$ cat src/hw/rtl/lsc_pkg.sv
// Types and constants for the session cache.
// Shared by lsc_cell and lru_session_cache_top; no dependencies.
package lsc_pkg;

   localparam int ENTRIES      = 16;
   localparam int AGE_WIDTH    = 32;
   localparam int HANDLE_WIDTH = 32;
   localparam int IDX_W        = (ENTRIES > 1) ? $clog2(ENTRIES) : 1;
   localparam int CSR_IDX_W    = 1;
   localparam int CSR_DATA_W   = 5;

   localparam logic [1:0] CMD_LOOKUP = 2'd0;
   localparam logic [1:0] CMD_ADD    = 2'd1;
   localparam logic [1:0] CMD_REMOVE = 2'd2;

   localparam logic [CSR_IDX_W-1:0] CSR_CACHE_ENABLE   = 1'd0;
   localparam logic [CSR_IDX_W-1:0] CSR_ENTRIES_IN_USE = 1'd1;

   typedef struct packed {
      logic [1:0]              command;
      logic [63:0]             key_word_0;
      logic [63:0]             key_word_1;
      logic [63:0]             key_word_2;
      logic [63:0]             key_word_3;
      logic [31:0]             auth_tag;
      logic [HANDLE_WIDTH-1:0] session_handle;
      logic [15:0]             session_size;
      logic [7:0]              alpn_id;
   } req_type;

   typedef struct packed {
      logic                    found;
      logic [HANDLE_WIDTH-1:0] found_handle;
      logic [15:0]             found_size;
      logic [7:0]              found_alpn;
      logic                    release_valid;
      logic [HANDLE_WIDTH-1:0] release_handle;
      logic [15:0]             release_size;
   } rsp_type;

   // scan token handed from cell to cell
   typedef struct packed {
      logic                    live;
      logic                    hit;
      logic [IDX_W-1:0]        hit_idx;
      logic [HANDLE_WIDTH-1:0] hit_handle;
      logic [15:0]             hit_size;
      logic [7:0]              hit_alpn;
      logic                    free;
      logic                    seen;
      logic [IDX_W-1:0]        vict_idx;
      logic [AGE_WIDTH-1:0]    vict_age;
      logic [HANDLE_WIDTH-1:0] vict_handle;
      logic [15:0]             vict_size;
   } tok_type;

   // write-back broadcast to all cells
   typedef struct packed {
      logic                    en;
      logic [IDX_W-1:0]        idx;
      logic                    set_valid;
      logic                    clr_valid;
      logic                    load_key;
      logic                    load_data;
      logic                    load_age;
      logic [AGE_WIDTH-1:0]    age;
   } wr_type;

   typedef enum logic [1:0] {
      ST_IDLE,
      ST_SCAN,
      ST_FINISH
   } state_type;

endpackage

$ cat src/hw/rtl/lsc_cell.sv
// One cache slot: entry storage, match and victim check on the passing token.
// Depends on lsc_pkg.
module lsc_cell import lsc_pkg::*; (
   input  logic             clock,
   input  logic             reset,
   input  logic [IDX_W-1:0] cell_idx,
   input  logic             in_use,
   input  req_type          req,
   input  tok_type          tok_in,
   output tok_type          tok_out,
   input  wr_type           wr
);

   logic                    valid_ff;
   logic [63:0]             key0_ff, key1_ff, key2_ff, key3_ff;
   logic [31:0]             auth_ff;
   logic [HANDLE_WIDTH-1:0] handle_ff;
   logic [15:0]             size_ff;
   logic [7:0]              alpn_ff;
   logic [AGE_WIDTH-1:0]    age_ff;
   tok_type                 tok_ff, tok_in_next;
   logic                    match;
   logic                    sel;

   assign match = in_use && valid_ff &&
                  key0_ff == req.key_word_0 && key1_ff == req.key_word_1 &&
                  key2_ff == req.key_word_2 && key3_ff == req.key_word_3 &&
                  (req.command == CMD_REMOVE || auth_ff == req.auth_tag);

   always_comb begin
      tok_in_next = tok_in;
      if (!tok_in.hit && match) begin
         tok_in_next.hit        = 1'b1;
         tok_in_next.hit_idx    = cell_idx;
         tok_in_next.hit_handle = handle_ff;
         tok_in_next.hit_size   = size_ff;
         tok_in_next.hit_alpn   = alpn_ff;
      end
      if (in_use && !tok_in.free) begin
         if (!valid_ff) begin
            tok_in_next.free     = 1'b1;
            tok_in_next.vict_idx = cell_idx;
         end else if (!tok_in.seen || age_ff < tok_in.vict_age) begin
            tok_in_next.seen        = 1'b1;
            tok_in_next.vict_idx    = cell_idx;
            tok_in_next.vict_age    = age_ff;
            tok_in_next.vict_handle = handle_ff;
            tok_in_next.vict_size   = size_ff;
         end
      end
   end

   always_ff @(posedge clock) begin
      if (reset) begin
         tok_ff <= '0;
      end else begin
         tok_ff <= tok_in_next;
      end
   end

   assign tok_out = tok_ff;
   assign sel     = wr.en && wr.idx == cell_idx;

   always_ff @(posedge clock) begin
      if (reset) begin
         valid_ff <= 1'b0;
         age_ff   <= '0;
      end else if (sel) begin
         if (wr.set_valid) valid_ff <= 1'b1;
         if (wr.clr_valid) valid_ff <= 1'b0;
         if (wr.load_age)  age_ff   <= wr.age;
      end
   end

   always_ff @(posedge clock) begin
      if (sel && wr.load_key) begin
         key0_ff <= req.key_word_0;
         key1_ff <= req.key_word_1;
         key2_ff <= req.key_word_2;
         key3_ff <= req.key_word_3;
         auth_ff <= req.auth_tag;
         alpn_ff <= req.alpn_id;
      end
      if (sel && wr.load_data) begin
         handle_ff <= req.session_handle;
         size_ff   <= req.session_size;
      end
   end

endmodule

$ cat config.mk
export PLATFORM = sky130hd
export DESIGN_NAME = lsc_cell
export DESIGN_NICKNAME = d
export VERILOG_FILES = /design/src/hw/rtl/lsc_pkg.sv /design/src/hw/rtl/lsc_cell.sv
export SDC_FILE = /design/constraint.sdc
export NUM_CORES = 1
export LEC_CHECK = 0
export BUFFER_PORTS_ARGS = -buffer_cell sky130_fd_sc_hd__clkbuf_2
export CAP_MARGIN = 0
export CORE_AREA = 2 2 271 273
export CTS_BUF_LIST = sky130_fd_sc_hd__clkbuf_8
export DETAILED_ROUTE_END_ITERATION = 6
export DIE_AREA = 0 0 273 275
export SETUP_SLACK_MARGIN = 0.4
export SLEW_MARGIN = 25
export SYNTH_ARGS = -nofsm -noshare
export SYNTH_HDL_FRONTEND = slang
export SYNTH_SLANG_ARGS = --single-unit
$ cat constraint.sdc
create_clock -name clock -period 12.1 [get_ports clock]
set_input_delay 2.42 -clock clock [delete_from_list [all_inputs] [get_ports clock]]
set_output_delay 2.42 -clock clock [all_outputs]
set_load 0.01 [all_outputs]
==> impl_metrics.tcl, run 1 <==
set metrics [dict create \
    die_w_um 273 \
    grt_pass1_wl_um 102000 \
    stdcell_count 3502 \
    grt_pass1_vias 16600 \
    fp.dieArea_um2 75100 \
    placementRows 99 \
    synth_seq_area_share 0.628 \
    fp.coreArea_um2 72300 \
    fmax_mhz 177 \
    arrival_ns 6.25 \
    cts_made_buffers 93 \
    synth_top_area_frac 0.465 \
    syn_area_per_cell_um2 13.0 \
    drtAntennaViolNets 0 \
    cts_setup_buffers 0 \
    htreeDepth 3 \
    tightest_slew_ns 1.07 \
    grt_use_total 0.182 \
    final_core_util 0.394 \
    start_kind "primary input" \
    wl_per_cell_um 20.4 \
    ios 691 \
    remaining_drc_errors 0 \
    min_path_type "reg2reg" \
    power.leakage_nw 11.8 \
    wirelength_um 71300 \
    p_per_area_nw_per_um2 136 \
    p_total_w 0.00389 \
    synthArstFlopShare 0 \
    rsz0062_at_grt "no" \
    crit_path_max_fanout 53 \
    finalInstanceArea_um2 28500 \
    worstSetupPathType "in2reg" \
    finClkSkew_ns 0.0541 \
    cts_sinks 525 \
    clkTransAtPathRegs_ns 0.06 \
    postCtsHoldBufs 0 \
    outcome "complete, no violations" \
    die_h_um 275 \
    ctsResizeCount 0 \
    ys_seq_elements 525 \
    fin_crit_sh 0.468 \
    nFillCells 7111 \
    yosysWarnings 0 \
    cts_root_buffer "clkbuf_8" \
    synth_largest_area_cell "edfxtp_1" \
    clockBufferDepth 3 \
    synth_cell_types 48 \
    vias 16000 \
    syn_to_final_growth_pct 28.3 \
    gp_congestion 0.911 \
    grt_max_degree 165 \
    period_minus_slack_ns 5.66 \
    slowest_delay_ns 0.81 \
    grt-ovfl-total 0 \
    final_cell_mix "689 x clkbuf_2, 344 x edfxtp_1, 270 x nand2b_1, 181 x dfxtp_1, 151 x xnor2_1" \
    first_iter_violations 988 \
    peakVddDrop_v 0.0000934 \
    hold_violations 0 \
    layout_commonest_cell "clkbuf_2" \
    nets 3030 \
    crit_chain "clkbuf_2, inv_1, ha_1, a21o_1, a21o_1, a211oi_1, o22ai_1, a311oi_4, buf_4, buf_4, mux2i_1" \
    slowest_stage "buf_4" \
    ys.flop_type "edfxtp_1" \
    ys_top_cells_by_area "edfxtp_1 46%, dfxtp_1 16%, nand2b_1 7.6%" \
    maxSlewHeadroom 0.285 \
    synth_edf_count 344 \
    synth_cells 1712 \
    worstPathRequired_ns 12.69 \
    tns_ns 0 \
    start_util 0.307 \
    dp.cells 3320 \
    vias_per_cell 4.57 \
    drive_gt1_frac 0.329 \
    dpl_cell_area_um2 26700 \
    port_buffers 690 \
    syn_area_um2 22200 \
    hpwlAfterDp_um 55200 \
    synth.net_count 2286 \
    clock_latency_ns 0.71 \
    maxSlewViolCount 0 \
    maxCapViolations 0 \
    finalSetupViolations 0 \
    drtPass1Iterations 5 \
    antenna_found_initial 28 \
    end_kind "flip-flop" \
    cts_tree "built" \
]
==> cell type report <==
cell class	count	area, um2	share of cell area
Tap cell	959	1200	0.0421
Inverter	110	413	0.0145
Timing Repair Buffer	702	3550	0.125
Antenna cell	12	30.0	0.00105
Clock inverter	71	408	0.0143
Sequential cell	525	14000	0.489
Clock buffer	99	1360	0.0478
Multi-Input combinational cell	1024	7590	0.266
==> cell usage after synthesis (all sizes together), types with 5 or more instances <==
master and count:
nand2 75, mux2i 144, o22ai 27, buf 16, nand2b 270, a22o 5
clkbuf 37, nor4 34, nor2b 71, a2111oi 6, xor2 31, o21ai 5
a21oi 53, a2111o 19, nor2 6, inv 110, o2111ai 11, nand4 49
xnor2 151, ha 31, edfxtp 344, dfxtp 181
==> routing by layer <==
| metal | vias to the layer above | global-route usage | wire, um |
|---|---|---|---|
| li1 | 7579 | - | - |
| met1 | 7637 | 0.197 | 26500 |
| met2 | 603 | 0.323 | 36300 |
| met3 | 163 | 0.0675 | 6180 |
| met4 | 32 | 0.0700 | 2180 |
| met5 | - | 0 | 220 |
==> sequential cells by signal (all words and copies together), names as in the netlist, 16 cells and up <==
signal,count
age_ff,32
auth_ff,32
handle_ff,32
key0_ff,64
key1_ff,64
key2_ff,64
key3_ff,64
size_ff,16
tok_out,148
==> kinds of logic (layout without fill, tap and decap cells) <==
kind of cell	Yosys count	count (layout)	share of synthesized area
buf+inv	163	982	0.0327
other cells	0	12	0
mux	144	144	0.0649
fa+ha+maj	31	31	0.0175
xor+xnor	182	182	0.0717
compound gates	145	145	0.0467
flops	525	525	0.628
simple gates	522	522	0.138
==> stage by stage <==
step                hold WS [ns]  setup slack (ns)
floorplan                  0.445              1.54
global placement           0.469              5.93
detailed placement         0.473              5.82
CTS                        0.481              6.55
global route               0.500              6.40
finish                     0.477              6.44
==> worst max-delay path: cells and delay by family <==
family	cells	cell delay (ns)
AOI/OAI and AO/OA	5	1.66
adders and majority gates	1	0.30
buffers and inverters	4	1.42
muxes	1	0.31
==> where the power goes <==
part | total, W | switching, W | internal [W]
sequential | 0.00198 | 0.0000185 | 0.00196
clock | 0.00159 | 0.000782 | 0.000810
combinational | 0.000320 | 0.000164 | 0.000156
==> worst paths after layout <==
| check | start | end | slack, ns | depth (start not counted) |
|---|---|---|---|---|
| setup / recovery | tok_in[69] | tok_out[7]$_SDFF_PP0_ | 6.44 | 11 |
| hold / removal | age_ff[9]$_SDFFE_PP0P_ | age_ff[9]$_SDFFE_PP0P_ | 0.48 | 2 |
| setup reg to reg | age_ff[21]$_SDFFE_PP0P_ | tok_out[7]$_SDFF_PP0_ | 8.01 | 9 |
| hold reg to reg | age_ff[9]$_SDFFE_PP0P_ | age_ff[9]$_SDFFE_PP0P_ | 0.48 | 2 |
Power figures use the tool's default switching activity.
==> run 2: changes to the inputs <==
ABC_AREA = 1   (was unset)
CORE_AREA = 2 2 269 271   (was 2 2 271 273)
DIE_AREA = 0 0 271 273   (was 0 0 273 275)
clock period = 5.85 ns   (was 12.1 ns; I/O delays follow)
==> run 2 against run 1 <==
  * Core utilization increased by 5.8 points
  * Largest power group unchanged
  * Combinational power increased to 2.8 times the previous value
  * Count of clock-buffer cells in the layout is 3 higher
  * Clock power increased by 110%
==> impl_metrics.tcl, run 2 <==
set metrics [dict create \
    grt-ovfl-total 0 \
    drtPass1Iterations 7 \
    muxShareOfSynthArea 0 \
    hpwlAfterDp_um 76900 \
    cts_root_buffer "clkbuf_8" \
    grt_pass1_vias 22200 \
    synthAdderAreaFrac 0.0151 \
    remaining_drc_errors 0 \
    synth-simple-area-share 0.254 \
    holdPathStages 2 \
    worstPathRequired_ns 6.46 \
    synth_largest_area_cell "edfxtp_1" \
    cts_made_buffers 96 \
    grt.busiest_layer "met2" \
    synthArstFlopShare 0 \
    synth_top_family_by_area "simple AND/OR/NAND/NOR gates" \
    maxCapViolations 0 \
    drtAntennaViolNets 0 \
    start_util 0.362 \
    min_path_type "reg2reg" \
    layout_commonest_cell "nand2_1" \
    ff2ff_path_depth 12 \
    crit_path_max_fanout 35 \
    multi_input_area_um2 9430 \
    fmax_mhz 260 \
    nets 4512 \
    finalSetupViolations 0 \
    fp.coreArea_um2 71000 \
    arrival_ns 4.45 \
    port_buffers 690 \
    syn_area_per_cell_um2 8.02 \
    wirelength_um 97300 \
    htreeDepth 3 \
    yosysWarnings 0 \
    yosys-top-cells-count "939 x nand2_1, 565 x nor2_1, 517 x inv_1" \
    vias 23400 \
    critPathLaunch "req[107]" \
    regArea_um2 14000 \
    synth_edf_count 344 \
    synth-xor-area-share 0.0399 \
    first_iter_violations 1809 \
    largest_reg_flops 148 \
    ys_seq_elements 525 \
    start_kind "primary input" \
    syn_to_final_growth_pct 25.0 \
    synth_cells 3199 \
    cts_setup_buffers 0 \
    clock_latency_ns 0.71 \
    outcome "complete, no violations" \
    clkTransAtPathRegs_ns 0.06 \
    synth-compound-area-share 0.0562 \
    rsz0062_at_grt "no" \
    ys_top_cells_by_area "edfxtp_1 40%, dfxtp_1 14%, nand2_1 14%" \
    power.leakage_nw 16.0 \
    tns_ns 0 \
    tightest_slew_ns 1.04 \
    reg2reg_slack_ns 2.21 \
    crit_end "tok_out[121]$_SDFF_PP0_" \
    period_minus_slack_ns 3.84 \
    peakVddDrop_v 0.000168 \
    hold_violations 0 \
    die_h_um 273 \
    synth_cell_types 40 \
    clockBufferDepth 3 \
    gp_congestion 0.935 \
    placementRows 98 \
    fin_crit_sh 0.656 \
    synth.net_count 3773 \
    ios 691 \
    syn_area_um2 25700 \
    met1_usage 0.327 \
    synth_seq_area_share 0.544 \
    ys.flop_type "edfxtp_1" \
    synth_most_common_cell "nand2_1" \
    maxSlewViolCount 0 \
    ctsResizeCount 0 \
    grt_pass1_wl_um 138000 \
    cts_tree "built" \
    final_cell_mix "939 x nand2_1, 690 x clkbuf_2, 561 x nor2_1, 559 x inv_1, 344 x edfxtp_1" \
    cts_sinks 525 \
    grt_max_degree 115 \
    grt_use_total 0.255 \
    p_per_area_nw_per_um2 262 \
    grt_use_met2 0.401 \
    finClkSkew_ns 0.0462 \
    r2r_end "tok_out[121]$_SDFF_PP0_" \
    pre_cts_ws_ns 1.40 \
    postCtsHoldBufs 0 \
    nFillCells 7132 \
    maxSlewHeadroom 0.304 \
    fp.dieArea_um2 74000 \
    vias_per_cell 4.68 \
    die_w_um 271 \
    drive_gt1_frac 0.212 \
    layout_setup_ws_ns 2.01 \
    wl_per_cell_um 19.5 \
    antenna_found_initial 40 \
    r2r_start "key3_ff[19]$_DFFE_PP_" \
    grt_use_met3 0.0739 \
    worstSetupPathType "in2reg" \
    end_kind "flip-flop" \
    synth_top_area_frac 0.402 \
]
==> run 2: changes by cell type in the layout (fill, tap and decap cells not counted), sizes merged, moves of 34 or more <==
cell / before / now
nand2: 75 / 941
nor2: 6 / 568
inv: 156 / 567
nand2b: 270 / 1
o21ai: 5 / 171
mux2i: 144 / 0
nor2b: 71 / 0
a21oi: 53 / 106
xnor2: 151 / 104
nand4: 49 / 83
==> run 2: critical path: stages <==
cell and delay, ns:
clkbuf_2 0.10, xnor2_1 0.70, nand2_1 0.11, nor2_1 0.15
nand2_1 0.06, nor2_1 0.27, nand3_1 0.18, a21oi_2 0.15
nand3_2 0.19, nor2_4 0.82, buf_4 0.34, nor2_1 0.06
nor2_1 0.12
==> run 2: worst min path at each step <==
stage | end | start | slack, ns
CTS | age_ff[0]$_SDFFE_PP0P_ | age_ff[0]$_SDFFE_PP0P_ | 0.50
global route | age_ff[31]$_SDFFE_PP0P_ | age_ff[31]$_SDFFE_PP0P_ | 0.53
global placement | age_ff[0]$_SDFFE_PP0P_ | age_ff[0]$_SDFFE_PP0P_ | 0.49
finish | age_ff[0]$_SDFFE_PP0P_ | age_ff[0]$_SDFFE_PP0P_ | 0.50
detailed placement | age_ff[0]$_SDFFE_PP0P_ | age_ff[0]$_SDFFE_PP0P_ | 0.49
floorplan | age_ff[0]$_SDFFE_PP0P_ | age_ff[0]$_SDFFE_PP0P_ | 0.47
==> run 2: area by class of cell <==
type	instances	area share
clock buffers	102	0.0438
well taps	950	0.0371
clock inverters	74	0.0124
diodes	28	0.00218
repair buffers	714	0.115
inverters	519	0.0612
flip-flops and latches	525	0.435
multi-input cells	2082	0.294
==> run 2: metrics by stage <==
step           power [W]  hold WS [ns]   util  area (um2)  instances
2_1_floorplan    0.00460         0.467      -       25700       3199
3_3_place_gp     0.00508         0.488  0.425       30200       4789
3_5_place_dp     0.00510         0.494  0.426       30200       4790
4_1_cts          0.00849         0.501  0.451       32000       4966
5_1_grt          0.00876         0.534  0.452       32100       4985
6_report         0.00842         0.498  0.452       32100       4994
==> run 2: logic make-up (layout without fill, tap and decap cells) <==
logic type / count (synthesis) / in the layout
fa+ha+maj: 31 / 31
xor+xnor: 117 / 117
simple gates: 1650 / 1650
compound gates: 284 / 284
flops: 525 / 525
other cells: 0 / 28
buf+inv: 592 / 1409
==> run 2: power breakdown <==
part | internal (W) | switching, W
registers | 0.00407 | 0.0000595
logic | 0.000350 | 0.000549
clock network | 0.00174 | 0.00165
total | 0.00616 | 0.00226
==> run 2: routing by layer <==
metal / vias to the layer above / share of wire / wire, um
met5: - / 0.0014 / 136
met4: 20 / 0.036 / 3520
met3: 207 / 0.084 / 8170
met2: 915 / 0.46 / 44300
met1: 10700 / 0.42 / 41100
li1: 11600 / - / -
==> run 3: changes to the inputs <==
ABC_AREA = 0   (was 1)
CORE_AREA = 2 2 271 273   (was 2 2 269 271)
DIE_AREA = 0 0 273 275   (was 0 0 271 273)
clock period = 3.7 ns   (was 5.85 ns; I/O delays follow)
==> run 3 against run 2 <==
  * Core utilization fell by 5.2 points
  * Clock skew increased by 0.0020 ns
  * Power rose by 53%
  * Sequential power rose by 57%
  * Clock power increased by 58%
  * Cell count down 29%
  * Routed wire length decreased by 25%
  * Worst setup slack worse by 1.2 ns
  * First-iteration DRC count is 47% lower
  * Count of clock-buffer cells in the layout is 2 higher
  * Sequential cell count is the same
  * Highest routed layer unchanged
  * Largest power group unchanged
==> impl_metrics.tcl, run 3 (synthesis gave the netlist of run 1 again) <==
set metrics [dict create \
    outcome "complete, no violations" \
    drtPass1Iterations 4 \
    die_w_um 273 \
    arrival_ns 3.44 \
    end_kind "flip-flop" \
    p_total_w 0.0129 \
    worstSetupPathType "reg2reg" \
    maxSlewHeadroom 0.391 \
    peakVddDrop_v 0.000387 \
    finalSetupViolations 0 \
    crit_path_max_fanout 23 \
    fp.coreArea_um2 72300 \
    grt_use_total 0.184 \
    final_cell_mix "689 x clkbuf_2, 344 x edfxtp_1, 270 x nand2b_1, 181 x dfxtp_1, 150 x xnor2_1" \
    min_path_type "in2reg" \
    vias 16000 \
    r2r_start "key1_ff[53]$_DFFE_PP_" \
    die_h_um 275 \
    ctsResizeCount 0 \
    syn_to_final_growth_pct 30.2 \
    clkTransAtPathRegs_ns 0.06 \
    finalInstanceArea_um2 28900 \
    cts_made_buffers 93 \
    cts_root_buffer "clkbuf_8" \
    wirelength_um 72600 \
    grt_pass1_vias 16600 \
    period_minus_slack_ns 2.89 \
    grt-ovfl-total 0 \
    pre_cts_ws_ns 0.296 \
    htreeDepth 3 \
    tightest_slew_ns 0.905 \
    nets 3061 \
    p_per_area_nw_per_um2 446 \
    fin_crit_sh 0.781 \
    start_kind "flip-flop" \
    largest_reg_flops 148 \
    first_iter_violations 958 \
    port_buffers 690 \
    placementRows 99 \
    vias_per_cell 4.52 \
    postCtsHoldBufs 0 \
    hold_violations 0 \
    clockBufferDepth 3 \
    reg2reg_slack_ns 0.81 \
    finClkSkew_ns 0.0483 \
    r2r_end "tok_out[99]$_SDFF_PP0_" \
    hpwlAfterDp_um 57600 \
    grt_pass1_wl_um 103000 \
    cts_tree "built" \
    worstHoldEndpoint "handle_ff[18]$_DFFE_PP_" \
    rsz0062_at_grt "no" \
    worstPathRequired_ns 4.24 \
    cts_setup_buffers 0 \
    fp.dieArea_um2 75100 \
    power.leakage_nw 12.1 \
    drive_gt1_frac 0.337 \
    ios 691 \
    maxSlewViolCount 0 \
    final_core_util 0.400 \
    worstHoldStart "req[42]" \
    wl_per_cell_um 20.5 \
    ff2ff_path_depth 9 \
    layout_commonest_cell "clkbuf_2" \
    antenna_found_initial 25 \
    fmax_mhz 346 \
    remaining_drc_errors 0 \
    gp_congestion 0.921 \
    start_util 0.307 \
    layout_setup_ws_ns 0.809 \
    clock_latency_ns 0.70 \
    holdPathStages 1 \
    maxCapViolations 0 \
    drtAntennaViolNets 0 \
    cts_sinks 525 \
    grt_max_degree 79 \
    dpl_cell_area_um2 27100 \
]
run 3: cell count changes in the layout (fill, tap and decap cells not counted), moves of 45 or more:
cell,previous run,this run
nand2_1,939,75
nor2_1,561,6
inv_1,559,144
nand2b_1,1,270
mux2i_1,0,144
o21ai_0,126,5
nor2b_1,0,71
a21oi_1,105,53
xnor2_1,104,150
o21ai_1,45,0
run 3: through the flow:
step / std cells / hold slack, ns / setup TNS (ns)
2_1_floorplan: 1712 / 0.445 / -55.84
3_3_place_gp: 3351 / 0.465 / 0
3_5_place_dp: 3351 / 0.467 / 0
4_1_cts: 3525 / 0.135 / 0
5_1_grt: 3534 / 0.156 / 0
6_report: 3536 / 0.215 / 0
run 3: final cells by class:
type	instances	area (um2)
Inverter	110	413
Clock inverter	70	405
Tap cell	959	1200
Timing Repair Buffer	733	3910
Sequential cell	525	14000
Fill cell	7087	43400
Antenna cell	11	27.5
Multi-Input combinational cell	1024	7590
Clock buffer	104	1430
run 3: worst max-delay path by stage:
| stage | start | to | slack (ns) | cells after the start |
|---|---|---|---|---|
| 2_1_floorplan | cell_idx[1] | alpn_ff[0]$_DFFE_PP_ | -0.19 | 4 |
| 3_3_place_gp | req[206] | tok_out[130]$_SDFF_PP0_ | 0.31 | 10 |
| 3_5_place_dp | req[206] | tok_out[141]$_SDFF_PP0_ | 0.30 | 10 |
| 4_1_cts | key2_ff[31]$_DFFE_PP_ | tok_out[130]$_SDFF_PP0_ | 0.71 | 9 |
| 5_1_grt | key2_ff[31]$_DFFE_PP_ | tok_out[137]$_SDFF_PP0_ | 0.65 | 9 |
| 6_report | key1_ff[53]$_DFFE_PP_ | tok_out[99]$_SDFF_PP0_ | 0.81 | 9 |
run 3: layer usage:
metal  vias up  GRT usage  wire length (um)
met1      7563      0.202             27100
met5         -          0               172
met2       613      0.321             36400
met4        26     0.0817              2550
met3       166     0.0669              6380
li1       7629          -                 -
run 3: where the power goes:
part / switching, W / total [W] / internal, W
registers: 0.0000617 / 0.00647 / 0.00641
clock network: 0.00253 / 0.00535 / 0.00281
logic: 0.000552 / 0.00107 / 0.000520
total: 0.00315 / 0.0129 / 0.00974
run 3: critical path: stages, from the launching register on:
cell and delay (ns):
edfxtp_1 0.39, nor2b_1 0.16, a2111o_1 0.38, nor4_1 0.44, buf_4 0.18, nand4_1 0.10
nor3_2 0.40, nand3_4 0.20, buf_4 0.32, mux2i_1 0.18
